**config.mk**
```make
export PLATFORM = sky130hd
export DESIGN_NAME = neighbor_expiry_table
export DESIGN_NICKNAME = d
export VERILOG_FILES = /design/src/sv/netab_pkg.sv /design/src/sv/netab_ctrl.sv /design/src/sv/netab_dp.sv /design/src/sv/neighbor_expiry_table.sv
export SDC_FILE = /design/constraint.sdc
export NUM_CORES = 2
export LEC_CHECK = 0
export ABC_AREA = 1
export BUFFER_PORTS_ARGS = -buffer_cell sky130_fd_sc_hd__clkbuf_2
export CAP_MARGIN = 5
export CORE_MARGIN = 10
export CORE_UTILIZATION = 67
export CTS_CLUSTER_DIAMETER = 100
export DETAILED_ROUTE_END_ITERATION = 12
export PLACE_DENSITY_LB_ADDON = 0.3
export SKIP_CTS_REPAIR_TIMING = 1
export SLEW_MARGIN = 40
export SYNTH_ARGS = -nofsm -noshare
export SYNTH_HDL_FRONTEND = slang
export SYNTH_SLANG_ARGS = --single-unit
```
**constraint.sdc**
```tcl
create_clock -name clk -period 34.6 [get_ports clk]
set_input_delay 1.73 -clock clk [delete_from_list [all_inputs] [get_ports clk]]
set_output_delay 1.73 -clock clk [all_outputs]
set_load 0.01 [all_outputs]
```
**src/sv/netab_pkg.sv**
```systemverilog
// Shared types and constants for the neighbour expiry table.
// Used by netab_ctrl, netab_dp and neighbor_expiry_table; depends on nothing.
package netab_pkg;

    localparam int KIND_W     = 3;
    localparam int NET_ADDR_W = 32;
    localparam int TIME_W     = 40;
    localparam int MAC_W      = 48;

    // Slave-side tdata: net_addr, now_time, expire_delta, resolved_mac, tx_fail_mac.
    localparam int IN_DATA_W  = NET_ADDR_W + 2 * TIME_W + 2 * MAC_W;
    // Master-side tdata: failed_addr, found, remaining_time, table_full.
    localparam int OUT_USED_W = NET_ADDR_W + 1 + TIME_W + 1;
    localparam int OUT_DATA_W = ((OUT_USED_W + 7) / 8) * 8;

    localparam int DEF_TABLE_DEPTH = 16;
    localparam int DEF_ADDR_BITS   = 32;

    localparam logic [KIND_W-1:0] KIND_IS_NEIGHBOR  = 3'd0;
    localparam logic [KIND_W-1:0] KIND_EXPIRE_QUERY = 3'd1;
    localparam logic [KIND_W-1:0] KIND_UPDATE       = 3'd2;
    localparam logic [KIND_W-1:0] KIND_TX_ERROR     = 3'd3;
    localparam logic [KIND_W-1:0] KIND_PURGE_TICK   = 3'd4;

    localparam logic RES_DONE      = 1'b0;
    localparam logic RES_LINK_FAIL = 1'b1;

    typedef struct packed {
        logic capture;
        logic pass_init;
        logic run_search;
        logic run_purge;
        logic do_update;
        logic do_insert;
        logic emit_done;
    } cmd_t;

    typedef struct packed {
        logic pass_done;
        logic hit;
        logic out_free;
    } status_t;

endpackage

```
**src/sv/netab_ctrl.sv**
```systemverilog
// Controller state machine for the neighbour expiry table.
// Sequences search, purge, update and insert passes; depends on netab_pkg.
module netab_ctrl
(
    input  logic                        clk,
    input  logic                        rst_n,
    input  logic                        in_valid,
    input  logic [netab_pkg::KIND_W-1:0] in_kind,
    output logic                        in_ready,
    output netab_pkg::cmd_t             cmd,
    input  netab_pkg::status_t          status
);

    typedef enum logic [5:0] {
        S_IDLE   = 6'b000001,
        S_SEARCH = 6'b000010,
        S_PURGE  = 6'b000100,
        S_UPDATE = 6'b001000,
        S_INSERT = 6'b010000,
        S_DONE   = 6'b100000
    } state_t;

    state_t                       state_reg;
    state_t                       state_next;
    logic [netab_pkg::KIND_W-1:0] kind_reg;
    logic [netab_pkg::KIND_W-1:0] kind_next;

    assign in_ready = (state_reg == S_IDLE);

    always_comb
    begin
        state_next = state_reg;
        kind_next  = kind_reg;
        cmd        = '0;
        unique case (state_reg)
            S_IDLE:
            begin
                if (in_valid)
                begin
                    cmd.capture   = 1'b1;
                    cmd.pass_init = 1'b1;
                    kind_next     = in_kind;
                    priority if (in_kind == netab_pkg::KIND_UPDATE)
                        state_next = S_SEARCH;
                    else if (in_kind == netab_pkg::KIND_IS_NEIGHBOR ||
                             in_kind == netab_pkg::KIND_EXPIRE_QUERY ||
                             in_kind == netab_pkg::KIND_TX_ERROR ||
                             in_kind == netab_pkg::KIND_PURGE_TICK)
                        state_next = S_PURGE;
                    else
                        state_next = S_DONE;
                end
            end
            S_SEARCH:
            begin
                cmd.run_search = 1'b1;
                if (status.pass_done)
                begin
                    if (status.hit)
                    begin
                        state_next = S_UPDATE;
                    end
                    else
                    begin
                        cmd.pass_init = 1'b1;
                        state_next    = S_PURGE;
                    end
                end
            end
            S_PURGE:
            begin
                cmd.run_purge = 1'b1;
                if (status.pass_done)
                    state_next = (kind_reg == netab_pkg::KIND_UPDATE) ? S_INSERT : S_DONE;
            end
            S_UPDATE:
            begin
                cmd.do_update = 1'b1;
                state_next    = S_DONE;
            end
            S_INSERT:
            begin
                cmd.do_insert = 1'b1;
                state_next    = S_DONE;
            end
            S_DONE:
            begin
                cmd.emit_done = 1'b1;
                if (status.out_free)
                    state_next = S_IDLE;
            end
            default:
            begin
                state_next = S_IDLE;
            end
        endcase
    end

    always_ff @(posedge clk or negedge rst_n)
    begin
        if (!rst_n)
        begin
            state_reg <= S_IDLE;
            kind_reg  <= netab_pkg::KIND_IS_NEIGHBOR;
        end
        else
        begin
            state_reg <= state_next;
            kind_reg  <= kind_next;
        end
    end

endmodule

```
**src/sv/netab_dp.sv**
```systemverilog
// Datapath of the neighbour expiry table: entry memory, valid bits, slot scan
// pipeline, result register and the report enable. Depends on netab_pkg.
module netab_dp
#(
    parameter int TABLE_DEPTH = netab_pkg::DEF_TABLE_DEPTH,
    parameter int ADDR_BITS   = netab_pkg::DEF_ADDR_BITS
)
(
    input  logic                            clk,
    input  logic                            rst_n,
    input  logic                            cfg_we,
    input  logic                            cfg_wdata,
    input  logic [netab_pkg::KIND_W-1:0]    in_kind,
    input  logic [netab_pkg::IN_DATA_W-1:0] in_data,
    input  netab_pkg::cmd_t                 cmd,
    output netab_pkg::status_t              status,
    output logic                            out_valid,
    input  logic                            out_ready,
    output logic [netab_pkg::OUT_DATA_W-1:0] out_data,
    output logic                            out_user,
    output logic                            out_last
);

    localparam int KEY_W = (ADDR_BITS < netab_pkg::NET_ADDR_W) ? ADDR_BITS
                                                                : netab_pkg::NET_ADDR_W;
    localparam int IDX_W = (TABLE_DEPTH > 1) ? $clog2(TABLE_DEPTH) : 1;
    localparam int CNT_W = $clog2(TABLE_DEPTH + 1);
    localparam logic [CNT_W-1:0] END_CNT = CNT_W'(TABLE_DEPTH);

    localparam int TW   = netab_pkg::TIME_W;
    localparam int MW   = netab_pkg::MAC_W;
    localparam int AW   = netab_pkg::NET_ADDR_W;
    localparam int NOW_LO   = AW;
    localparam int DELTA_LO = NOW_LO + TW;
    localparam int RMAC_LO  = DELTA_LO + TW;
    localparam int FMAC_LO  = RMAC_LO + MW;
    localparam int PAD_W    = netab_pkg::OUT_DATA_W - netab_pkg::OUT_USED_W;

    typedef struct packed {
        logic [TW-1:0]    expiry;
        logic [MW-1:0]    mac;
        logic [KEY_W-1:0] key;
    } entry_t;

    entry_t mem [0:TABLE_DEPTH-1];

    // Captured item.
    logic [netab_pkg::KIND_W-1:0] kind_reg;
    logic [KEY_W-1:0]             key_reg;
    logic [TW-1:0]                now_reg;
    logic [TW-1:0]                newexp_reg;
    logic [MW-1:0]                rmac_reg;
    logic [MW-1:0]                fmac_reg;
    logic [TW:0]                  exp_sum;

    // Scan pipeline: read issued at cnt_reg into rd_q_reg, evaluated from that register.
    logic [CNT_W-1:0]       cnt_reg;
    logic                   ev_valid_reg;
    logic [IDX_W-1:0]       ev_idx_reg;
    entry_t                 rd_q_reg;

    logic [TABLE_DEPTH-1:0] valid_reg;
    logic                   report_en_reg;
    logic                   found_reg;
    logic                   free_found_reg;
    logic                   full_reg;
    logic [IDX_W-1:0]       hit_idx_reg;
    logic [IDX_W-1:0]       free_idx_reg;
    entry_t                 hit_entry_reg;
    logic [TW-1:0]          rem_reg;

    logic                   out_valid_reg;
    logic                   out_user_reg;
    logic                   out_last_reg;
    logic [AW-1:0]          out_addr_reg;
    logic                   out_found_reg;
    logic [TW-1:0]          out_rem_reg;
    logic                   out_full_reg;

    logic       slot_valid;
    logic       key_match;
    logic       expired;
    logic       mac_fail;
    logic       purge_now;
    logic       need_report;
    logic       out_free;
    logic       stall;
    logic       run;
    logic       advance;
    logic       issue;
    logic       eval_go;
    logic       take_match;
    logic       take_free;
    logic       load_rep;
    logic       load_done;
    logic       mem_we;
    logic [IDX_W-1:0] mem_widx;
    entry_t     mem_wdata;
    entry_t     upd_entry;
    entry_t     ins_entry;
    logic       done_found;
    logic [TW-1:0] done_rem;
    logic       done_full;

    assign exp_sum = {1'b0, in_data[DELTA_LO-1:NOW_LO]} + {1'b0, in_data[RMAC_LO-1:DELTA_LO]};

    // A transmit error marks an entry closed and the same pass removes it, so
    // a closed mark never outlives the item that sets it and needs no storage.
    assign slot_valid  = valid_reg[ev_idx_reg];
    assign key_match   = slot_valid && (rd_q_reg.key == key_reg);
    assign expired     = rd_q_reg.expiry < now_reg;
    assign mac_fail    = (kind_reg == netab_pkg::KIND_TX_ERROR) && (rd_q_reg.mac == fmac_reg);
    assign purge_now   = cmd.run_purge && ev_valid_reg && slot_valid && (expired || mac_fail);
    assign need_report = purge_now && report_en_reg;
    assign out_free    = !out_valid_reg || out_ready;
    assign stall       = need_report && !out_free;
    assign run         = cmd.run_search || cmd.run_purge;
    assign advance     = run && !stall;
    assign issue       = advance && (cnt_reg != END_CNT);
    assign eval_go     = advance && ev_valid_reg;
    assign take_match  = eval_go && key_match && !found_reg && !purge_now;
    assign take_free   = eval_go && cmd.run_purge && !free_found_reg && (!slot_valid || purge_now);
    assign load_rep    = eval_go && need_report;
    assign load_done   = cmd.emit_done && out_free;

    assign status.pass_done = advance && (cnt_reg == END_CNT);
    assign status.hit       = found_reg || take_match;
    assign status.out_free  = out_free;

    always_comb
    begin
        upd_entry.key    = hit_entry_reg.key;
        upd_entry.expiry = (newexp_reg > hit_entry_reg.expiry) ? newexp_reg
                                                               : hit_entry_reg.expiry;
        upd_entry.mac    = (hit_entry_reg.mac == '0) ? rmac_reg : hit_entry_reg.mac;
        ins_entry.key    = key_reg;
        ins_entry.expiry = newexp_reg;
        ins_entry.mac    = rmac_reg;
        mem_we    = cmd.do_update || (cmd.do_insert && free_found_reg);
        mem_widx  = cmd.do_update ? hit_idx_reg : free_idx_reg;
        mem_wdata = cmd.do_update ? upd_entry : ins_entry;
    end

    always_comb
    begin
        done_found = found_reg && (kind_reg == netab_pkg::KIND_IS_NEIGHBOR ||
                                   kind_reg == netab_pkg::KIND_EXPIRE_QUERY ||
                                   kind_reg == netab_pkg::KIND_UPDATE);
        done_rem   = (found_reg && kind_reg == netab_pkg::KIND_EXPIRE_QUERY) ? rem_reg : '0;
        done_full  = full_reg && (kind_reg == netab_pkg::KIND_UPDATE);
    end

    always_ff @(posedge clk)
    begin
        if (mem_we)
            mem[mem_widx] <= mem_wdata;
        if (issue)
            rd_q_reg <= mem[cnt_reg[IDX_W-1:0]];
    end

    always_ff @(posedge clk)
    begin
        if (cmd.capture)
        begin
            kind_reg   <= in_kind;
            key_reg    <= in_data[KEY_W-1:0];
            now_reg    <= in_data[DELTA_LO-1:NOW_LO];
            newexp_reg <= exp_sum[TW] ? {TW{1'b1}} : exp_sum[TW-1:0];
            rmac_reg   <= in_data[FMAC_LO-1:RMAC_LO];
            fmac_reg   <= in_data[FMAC_LO+MW-1:FMAC_LO];
        end
        if (advance)
            ev_idx_reg <= cnt_reg[IDX_W-1:0];
        if (take_match)
        begin
            hit_idx_reg   <= ev_idx_reg;
            hit_entry_reg <= rd_q_reg;
            rem_reg       <= rd_q_reg.expiry - now_reg;
        end
        if (take_free)
            free_idx_reg <= ev_idx_reg;
        if (load_rep)
        begin
            out_user_reg  <= netab_pkg::RES_LINK_FAIL;
            out_last_reg  <= 1'b0;
            out_addr_reg  <= AW'(rd_q_reg.key);
            out_found_reg <= 1'b0;
            out_rem_reg   <= '0;
            out_full_reg  <= 1'b0;
        end
        else if (load_done)
        begin
            out_user_reg  <= netab_pkg::RES_DONE;
            out_last_reg  <= 1'b1;
            out_addr_reg  <= '0;
            out_found_reg <= done_found;
            out_rem_reg   <= done_rem;
            out_full_reg  <= done_full;
        end
    end

    always_ff @(posedge clk or negedge rst_n)
    begin
        if (!rst_n)
        begin
            cnt_reg        <= '0;
            ev_valid_reg   <= 1'b0;
            valid_reg      <= '0;
            report_en_reg  <= 1'b0;
            found_reg      <= 1'b0;
            free_found_reg <= 1'b0;
            full_reg       <= 1'b0;
            out_valid_reg  <= 1'b0;
        end
        else
        begin
            if (cfg_we)
                report_en_reg <= cfg_wdata;

            if (cmd.pass_init)
            begin
                cnt_reg      <= '0;
                ev_valid_reg <= 1'b0;
            end
            else if (advance)
            begin
                cnt_reg      <= cnt_reg + CNT_W'(issue);
                ev_valid_reg <= issue;
            end

            if (cmd.capture)
            begin
                found_reg      <= 1'b0;
                free_found_reg <= 1'b0;
                full_reg       <= 1'b0;
            end
            else
            begin
                if (take_match)
                    found_reg <= 1'b1;
                if (take_free)
                    free_found_reg <= 1'b1;
                if (cmd.do_insert && !free_found_reg)
                    full_reg <= 1'b1;
            end

            if (eval_go && purge_now)
                valid_reg[ev_idx_reg] <= 1'b0;
            if (cmd.do_insert && free_found_reg)
                valid_reg[free_idx_reg] <= 1'b1;

            if (load_rep || load_done)
                out_valid_reg <= 1'b1;
            else if (out_ready)
                out_valid_reg <= 1'b0;
        end
    end

    assign out_valid = out_valid_reg;
    assign out_user  = out_user_reg;
    assign out_last  = out_last_reg;
    assign out_data  = {{PAD_W{1'b0}}, out_full_reg, out_rem_reg, out_found_reg, out_addr_reg};

endmodule

```
**src/sv/neighbor_expiry_table.sv**
```systemverilog
// Neighbour expiry table, top level: joins the controller and the datapath.
// Depends on netab_pkg, netab_ctrl and netab_dp.
//
// Each input beat is handled alone, one item at a time. A query, transmit error or
// purge tick takes one pass over the table at one slot a cycle through the entry
// memory's read port while the scan is not waiting; an update that hits takes a
// search pass and then rewrites the entry, and one that misses takes a search and
// a purge pass before the insert. While reporting is enabled, every purged entry
// adds a link failure beat in slot order, and the scan waits while such a beat is
// due and the result register is still held by the sink. The last beat of an item
// always carries tlast, and the next item is taken while that beat still waits.
// Entry contents need no clearing after reset; the valid bits are cleared at once.
module neighbor_expiry_table
#(
    parameter int TABLE_DEPTH = netab_pkg::DEF_TABLE_DEPTH,
    parameter int ADDR_BITS   = netab_pkg::DEF_ADDR_BITS
)
(
    input  logic                             clk,
    input  logic                             rst_n,
    input  logic                             cfg_we,
    input  logic                             cfg_wdata,      // link_fail_report_enable
    input  logic                             s_axis_tvalid,
    output logic                             s_axis_tready,
    // net_addr, now_time, expire_delta, resolved_mac, tx_fail_mac
    input  logic [netab_pkg::IN_DATA_W-1:0]  s_axis_tdata,
    input  logic [netab_pkg::KIND_W-1:0]     s_axis_tuser,   // kind
    output logic                             m_axis_tvalid,
    input  logic                             m_axis_tready,
    // failed_addr, found, remaining_time, table_full, zero padding
    output logic [netab_pkg::OUT_DATA_W-1:0] m_axis_tdata,
    output logic [0:0]                       m_axis_tuser,   // result_kind
    output logic                             m_axis_tlast
);

    netab_pkg::cmd_t    cmd;
    netab_pkg::status_t status;
    logic               res_kind;

    netab_ctrl u_ctrl
    (
        .clk      (clk),
        .rst_n    (rst_n),
        .in_valid (s_axis_tvalid),
        .in_kind  (s_axis_tuser),
        .in_ready (s_axis_tready),
        .cmd      (cmd),
        .status   (status)
    );

    netab_dp
    #(
        .TABLE_DEPTH (TABLE_DEPTH),
        .ADDR_BITS   (ADDR_BITS)
    )
    u_dp
    (
        .clk       (clk),
        .rst_n     (rst_n),
        .cfg_we    (cfg_we),
        .cfg_wdata (cfg_wdata),
        .in_kind   (s_axis_tuser),
        .in_data   (s_axis_tdata),
        .cmd       (cmd),
        .status    (status),
        .out_valid (m_axis_tvalid),
        .out_ready (m_axis_tready),
        .out_data  (m_axis_tdata),
        .out_user  (res_kind),
        .out_last  (m_axis_tlast)
    );

    assign m_axis_tuser = res_kind;

`ifndef ASSERT_OFF
    a_accept_captures: assert property (@(posedge clk) disable iff (!rst_n)
        (s_axis_tvalid && s_axis_tready) |-> (cmd.capture && cmd.pass_init))
        else $error("accepted beat was not captured");

    a_done_not_in_pass: assert property (@(posedge clk) disable iff (!rst_n)
        cmd.emit_done |-> !(cmd.run_search || cmd.run_purge))
        else $error("done result issued during a scan pass");

    a_insert_then_done: assert property (@(posedge clk) disable iff (!rst_n)
        cmd.do_insert |=> cmd.emit_done)
        else $error("insert not followed by the done result");

    a_last_is_done: assert property (@(posedge clk) disable iff (!rst_n)
        m_axis_tvalid |-> (m_axis_tlast == (m_axis_tuser == netab_pkg::RES_DONE)))
        else $error("tlast does not match the result kind");

    a_full_on_last: assert property (@(posedge clk) disable iff (!rst_n)
        (m_axis_tvalid && m_axis_tdata[netab_pkg::OUT_USED_W-1]) |-> m_axis_tlast)
        else $error("table_full set on a link failure beat");
`endif

endmodule

```
# [Word level (Yosys, flattened, before mapping)]
# Memories as Yosys holds them, arrays and structs flattened. A register that Yosys moved wholly into a read port is not among the register bits.
# Index checks and enable logic that the tools add are counted.
[word_totals] regBits=495 latchBits=0 mem_bits_rw=1920 mem_bits_ro=0 out_inout_bits=84 elab_cells=170 mem_count=1
[mem_list] name="u_dp.mem" depth=16 word_bits=120 read_ports=1 rd_ports_with_merged_regs=1 wr=1 line_no="netab_dp.sv:45" source="entry_t mem [0:TABLE_DEPTH-1];"
[classes] n_addsub=3 multipliers=0 div_mod_pow=0 n_lt_le_gt_ge=6 n_eq_ne=22 shifts=0 muxes=48 bitwise=3 n_reduce_logical=58
[ops] op="$mux 120" count=1
[ops] op="$mux 40" count=2
[ops] op="$mux 32" count=2
[ops] op="$eq 48x48->1" count=1
[ops] op="$logic_not 48->1" count=1
[ops] op="$mux 48" count=1
[ops] op="$mux 6" count=7
[ops] op="$add 40x40->41" count=1
[ops] op="$gt 40x40->1" count=1
[ops] op="$lt 40x40->1" count=1
[ops] op="$sub 40x40->40" count=1
[ops] op="$eq 32x32->1" count=1
[ops] op="$mux 16" count=2
[ops] op="$pmux 6 s5" count=1
[ops] op="$logic_and 1x1->1" count=27
[ops] op="$mux 1" count=23
[ops] op="$and 16x16->16" count=1
[ops] op="$not 16->16" count=1
[ops] op="$or 16x16->16" count=1
[ops] op="$eq 3x2->1 const B" count=5
[ops] op="$logic_or 1x1->1" count=12
[ops] op="$reduce_bool 2->1" count=6
[ops] op="$lt 4x5->1 const B" count=2
[ops] op="$mux 5" count=2
[ops] op="24 further kinds" count=37

# [Longest topological paths before layout]
[depth] depth_word=18 mapped_depth=23

# [Cells and area by module]
# Synthesis repeated with hierarchy kept, for this count alone.
[unflattened] hier_cells=7978 hier_area_um2=103606.9
[modules_own_cells] mod="netab_dp" instances=1 cells_per_inst=7889 area_per_inst_um2=102997.5 seq_area_each_um2=75277.2
[modules_own_cells] mod="netab_ctrl" instances=1 cells_per_inst=89 area_per_inst_um2=609.3 seq_area_each_um2=226.5

# [Worst setup path before layout]
# OpenSTA, ideal clock, no wires.
[synth_timing] kind="in2reg" from="input port s_axis_tvalid" to="register u_ctrl.state_reg[1]" setup_time_ps=149 arrival_time_ps=12355 slack_ps=22096 path_stages=4 path_buffers=0 cell_sequence="inv_1 nor2_1 inv_1 o41ai_1"
[synth_via] elab_chain_cells=2
[synth_rtl] item="start: declaration" line_no="neighbor_expiry_table.sv:23" source="input logic s_axis_tvalid,"
[synth_rtl] item="$ne 2x2->1 (no line)"
[synth_rtl] item="$reduce_and 4->1 (no line)"
[synth_rtl] item="end signal: assignment" line_no="netab_ctrl.sv:108" source="state_reg <= state_next;"
[synth_rtl] item="end: declaration" line_no="netab_ctrl.sv:23" source="state_t state_reg;"
# Every way passes these cells.
# A chain may end at the register's enable or synchronous reset.

# [Worst setup path in the final report]
[layout_timing] from="register u_dp.cnt_reg[0]" to="register, netlist name u_dp.rd_q_reg[19]"
[layout_via] elab_chain_cells=2
[layout_rtl] item="start: declaration" line_no="netab_dp.sv:57" source="logic [CNT_W-1:0] cnt_reg;"
[layout_rtl] item="start signal: assignment" line_no="netab_dp.sv:227" source="cnt_reg <= cnt_reg + CNT_W'(issue);"
[layout_rtl] item="$ne 5x5->1" line_no="netab_dp.sv:119" source="assign issue = advance && (cnt_reg != END_CNT);"
[layout_rtl] item="$logic_and 1x1->1" line_no="netab_dp.sv:119"
# Parallel ways exist; a longest one is shown, timed or not.

==> impl_metrics.toml <==
[min_path]
holdPathStages = 0
hold_class = "flop to flop"
whs_endpoint = "u_dp.hit_entry_reg[7]"
min_from = "u_dp.rd_q_reg[7]"

[timing]
max_freq_mhz = 204
setup_viol_count_final = 0
hold_viol = 0
maxSlewHeadroom_pct = 38.2
finalSetupTns_ns = 0
finalCritPeriodShare_pct = 14.2
worst_slack_ns = 29.70
tightest_slew_ns = 0.927
rsz0062_at_grt = "false"
skew_ns = 0.0402
fin_crit_ns = 4.90
slew_viol_final = 0

[logic_synthesis]
yosys_most_used_dff = "edfxtp_1"
synth_seq_cells = 2535
yosys_warnings = 0
synthesis.area_mm2 = 0.103
synth_cells = 7595
ys_seq_area_share_pct = 73.6
ys_types = 63
synth_edf_count = 2455
synthArstFlopShare_pct = 1.42
synth_area_per_cell_um2 = 13.5

[power]
p_leak_nw = 38.7
power_density_mw_per_mm2 = 65.4
peakVddDrop_v = 0.0000623

[floorplan]
die_w_um = 411
die_h_um = 411
fp.dieArea_mm2 = 0.169
num_rows = 143
core_mm2 = 0.152
start_util_pct = 67.4
io-pin-count = 301

[clock_tree]
h-tree-depth = 4
cts_buffers = 234
clkLatencyLatePin_ns = 0.87
cts_tree = "built"
path_clk_slew_ns = 0.06
cts_buffer_depth = 3
clock-root-buffer = "clkbuf_16"
cts_sinks = 2535

[worst_setup_path]
reg2reg_slack_ns = 29.70
required_ns = 35.19
rr_endpoint = "u_dp.rd_q_reg[19]"
path_cells = "buf_12 > buf_4 > buf_4 > buf_6 > buf_4 > mux2i_1 > o221ai_1 > nand3_1 > nand3_1"
slowest_stage = "buf_4"
crit_fanout = 91
cp.arrival_ns = 5.49
cpMostUsedCell = "buf_4"
crit_path_start_kind = "flop"
crit_type = "flop to flop"
regToRegStartpoint = "u_dp.cnt_reg[0]"
end_kind = "flop"
cp_slowest_stage_delay_ns = 0.74
reg2regPathDepth = 9

[final_layout]
largest_register_ffs = 1920
fill_cells = 8715
diodes = 0
syn2layout_area_growth_pct = 11.4
drive_gt1_share_pct = 11.5
layout.nets = 8199

[placement]
port_buffers = 294
pre_cts_ws_ns = 29.84
dp_hpwl_mm = 144
gp_congestion = 0.925

[detailed_routing]
wirelength_mm = 263
via_count = 66100
drc = 0
route.detailed.wl_per_inst_um = 26.1
initialDrtViolationCount = 9270
ant_nets = 0
firstDrtPassIters = 6
viasPerCell = 6.55

[flow_run]
cap_violations = 0

[global_routing]
grt_pass1_vias = 64300
globalRouteOverflowTotal = 0
grt_usage_pct = 30.1
grt_pass1_wl_mm = 389
grt_max_degree = 213
antenna_found_initial = 1

[run_status]
status = "complete, no violations"
routing by layer:
layer / wire length (um) / part of all wire [%] / vias up / GRT usage (%)
li1: - / - / 28700 / -
met1: 94100 / 36 / 32200 / 40.2
met2: 128000 / 49 / 4479 / 49.1
met3: 29500 / 11 / 707 / 5.49
met4: 11000 / 4.2 / 2 / 12.4
met5: 14 / 0.0053 / - / 0
logic make-up after synthesis:
family	Yosys count	share of synthesized area [%]
xor gates and xnor gates	86	0.734
other	1	0.00366
and+or+nand+nor	2431	9.75
adders and majority gates	124	1.53
AOI/OAI and AO/OA	1413	9.01
buffers and inverters	759	2.90
muxes	246	2.46
DFF	2535	73.6
worst max path at each step:
stage,startpoint,end,slack (ns)
global placement,u_dp.cnt_reg[0],u_dp.rd_q_reg[25],29.59
finish,u_dp.cnt_reg[0],u_dp.rd_q_reg[19],29.70
floorplan,s_axis_tvalid,u_ctrl.state_reg[1],22.10
global route,u_dp.cnt_reg[0],u_dp.rd_q_reg[19],29.51
detailed placement,u_dp.cnt_reg[0],u_dp.rd_q_reg[19],29.84
CTS,u_dp.cnt_reg[0],u_dp.rd_q_reg[54],29.81
cell usage after synthesis (20+ instances only):
cell | instances | area (um^2)
mux2_2 | 48 | 541
nor2_4 | 20 | 225
o32ai_1 | 282 | 2470
ha_1 | 122 | 1530
buf_2 | 38 | 190
xnor2_1 | 35 | 307
clkbuf_1 | 342 | 1280
nand4_1 | 64 | 400
nor3_1 | 20 | 100
mux2i_1 | 198 | 1980
o21ai_0 | 622 | 3110
nor4_1 | 20 | 125
nor2_1 | 1221 | 4580
o211ai_1 | 50 | 375
nand2_1 | 785 | 2950
nand3_1 | 256 | 1280
edfxtp_1 | 2455 | 73700
o221ai_1 | 201 | 1760
a21oi_1 | 158 | 791
dfxtp_1 | 44 | 881
inv_1 | 333 | 1250
buf_1 | 28 | 105
dfrtp_1 | 35 | 876
xor2_1 | 51 | 447
power by group:
group          switching, mW  internal [mW]  total, mW  leakage (nW)
Clock                   1.11           1.40       2.51          3.65
Combinational          0.888          0.379       1.27          12.2
Sequential            0.0782           3.62       3.70          22.9
layout by cell type, fill, tap and decap left out, drive strengths merged, types with 48 or more instances in the layout:
| cell type | n |
|---|---|
| mux2i | 198 |
| o221ai | 201 |
| buf | 147 |
| xor2 | 51 |
| clkinv | 116 |
| clkbuf | 581 |
| nor2 | 1257 |
| o32ai | 282 |
| o211ai | 50 |
| mux2 | 48 |
| nand3 | 258 |
| edfxtp | 2455 |
| nand4 | 64 |
| o21ai | 632 |
| inv | 345 |
| ha | 122 |
| nand2 | 790 |
| a21oi | 158 |
metrics by stage:
step / area, um^2 / total power, mW / instances / util (%) / hold WS, ns
after global routing: 114000 / 7.72 / 10100 / 75.1 / 0.461
after detailed placement: 107000 / 4.99 / 9644 / 70.1 / 0.437
after global placement: 106000 / 4.93 / 9632 / 69.9 / 0.430
final: 114000 / 7.47 / 10100 / 75.1 / 0.449
after CTS: 114000 / 7.46 / 10100 / 75.0 / 0.448
after floorplan: 103000 / 4.62 / 7600 / - / 0.426
critical path: cells and delay by family, from the launching register on:
family	cells	cell delay, ns
AOI/OAI and AO/OA	1	0.13
and+or+nand+nor	2	0.24
muxes	1	0.28
DFF	1	0.68
buffers and inverters	5	3.07
layout make-up:
class	instances	area, um^2	share of cell area [%]
inverter	340	1320	1.16
clock inverter	150	1320	1.16
sequential	2535	75500	66.1
multi-input combinational	4306	24300	21.3
clock buffer	287	6150	5.38
tap	2030	2540	2.22
timing repair buffer	441	3140	2.75
No activity file was read; power rests on OpenSTA's default activity.
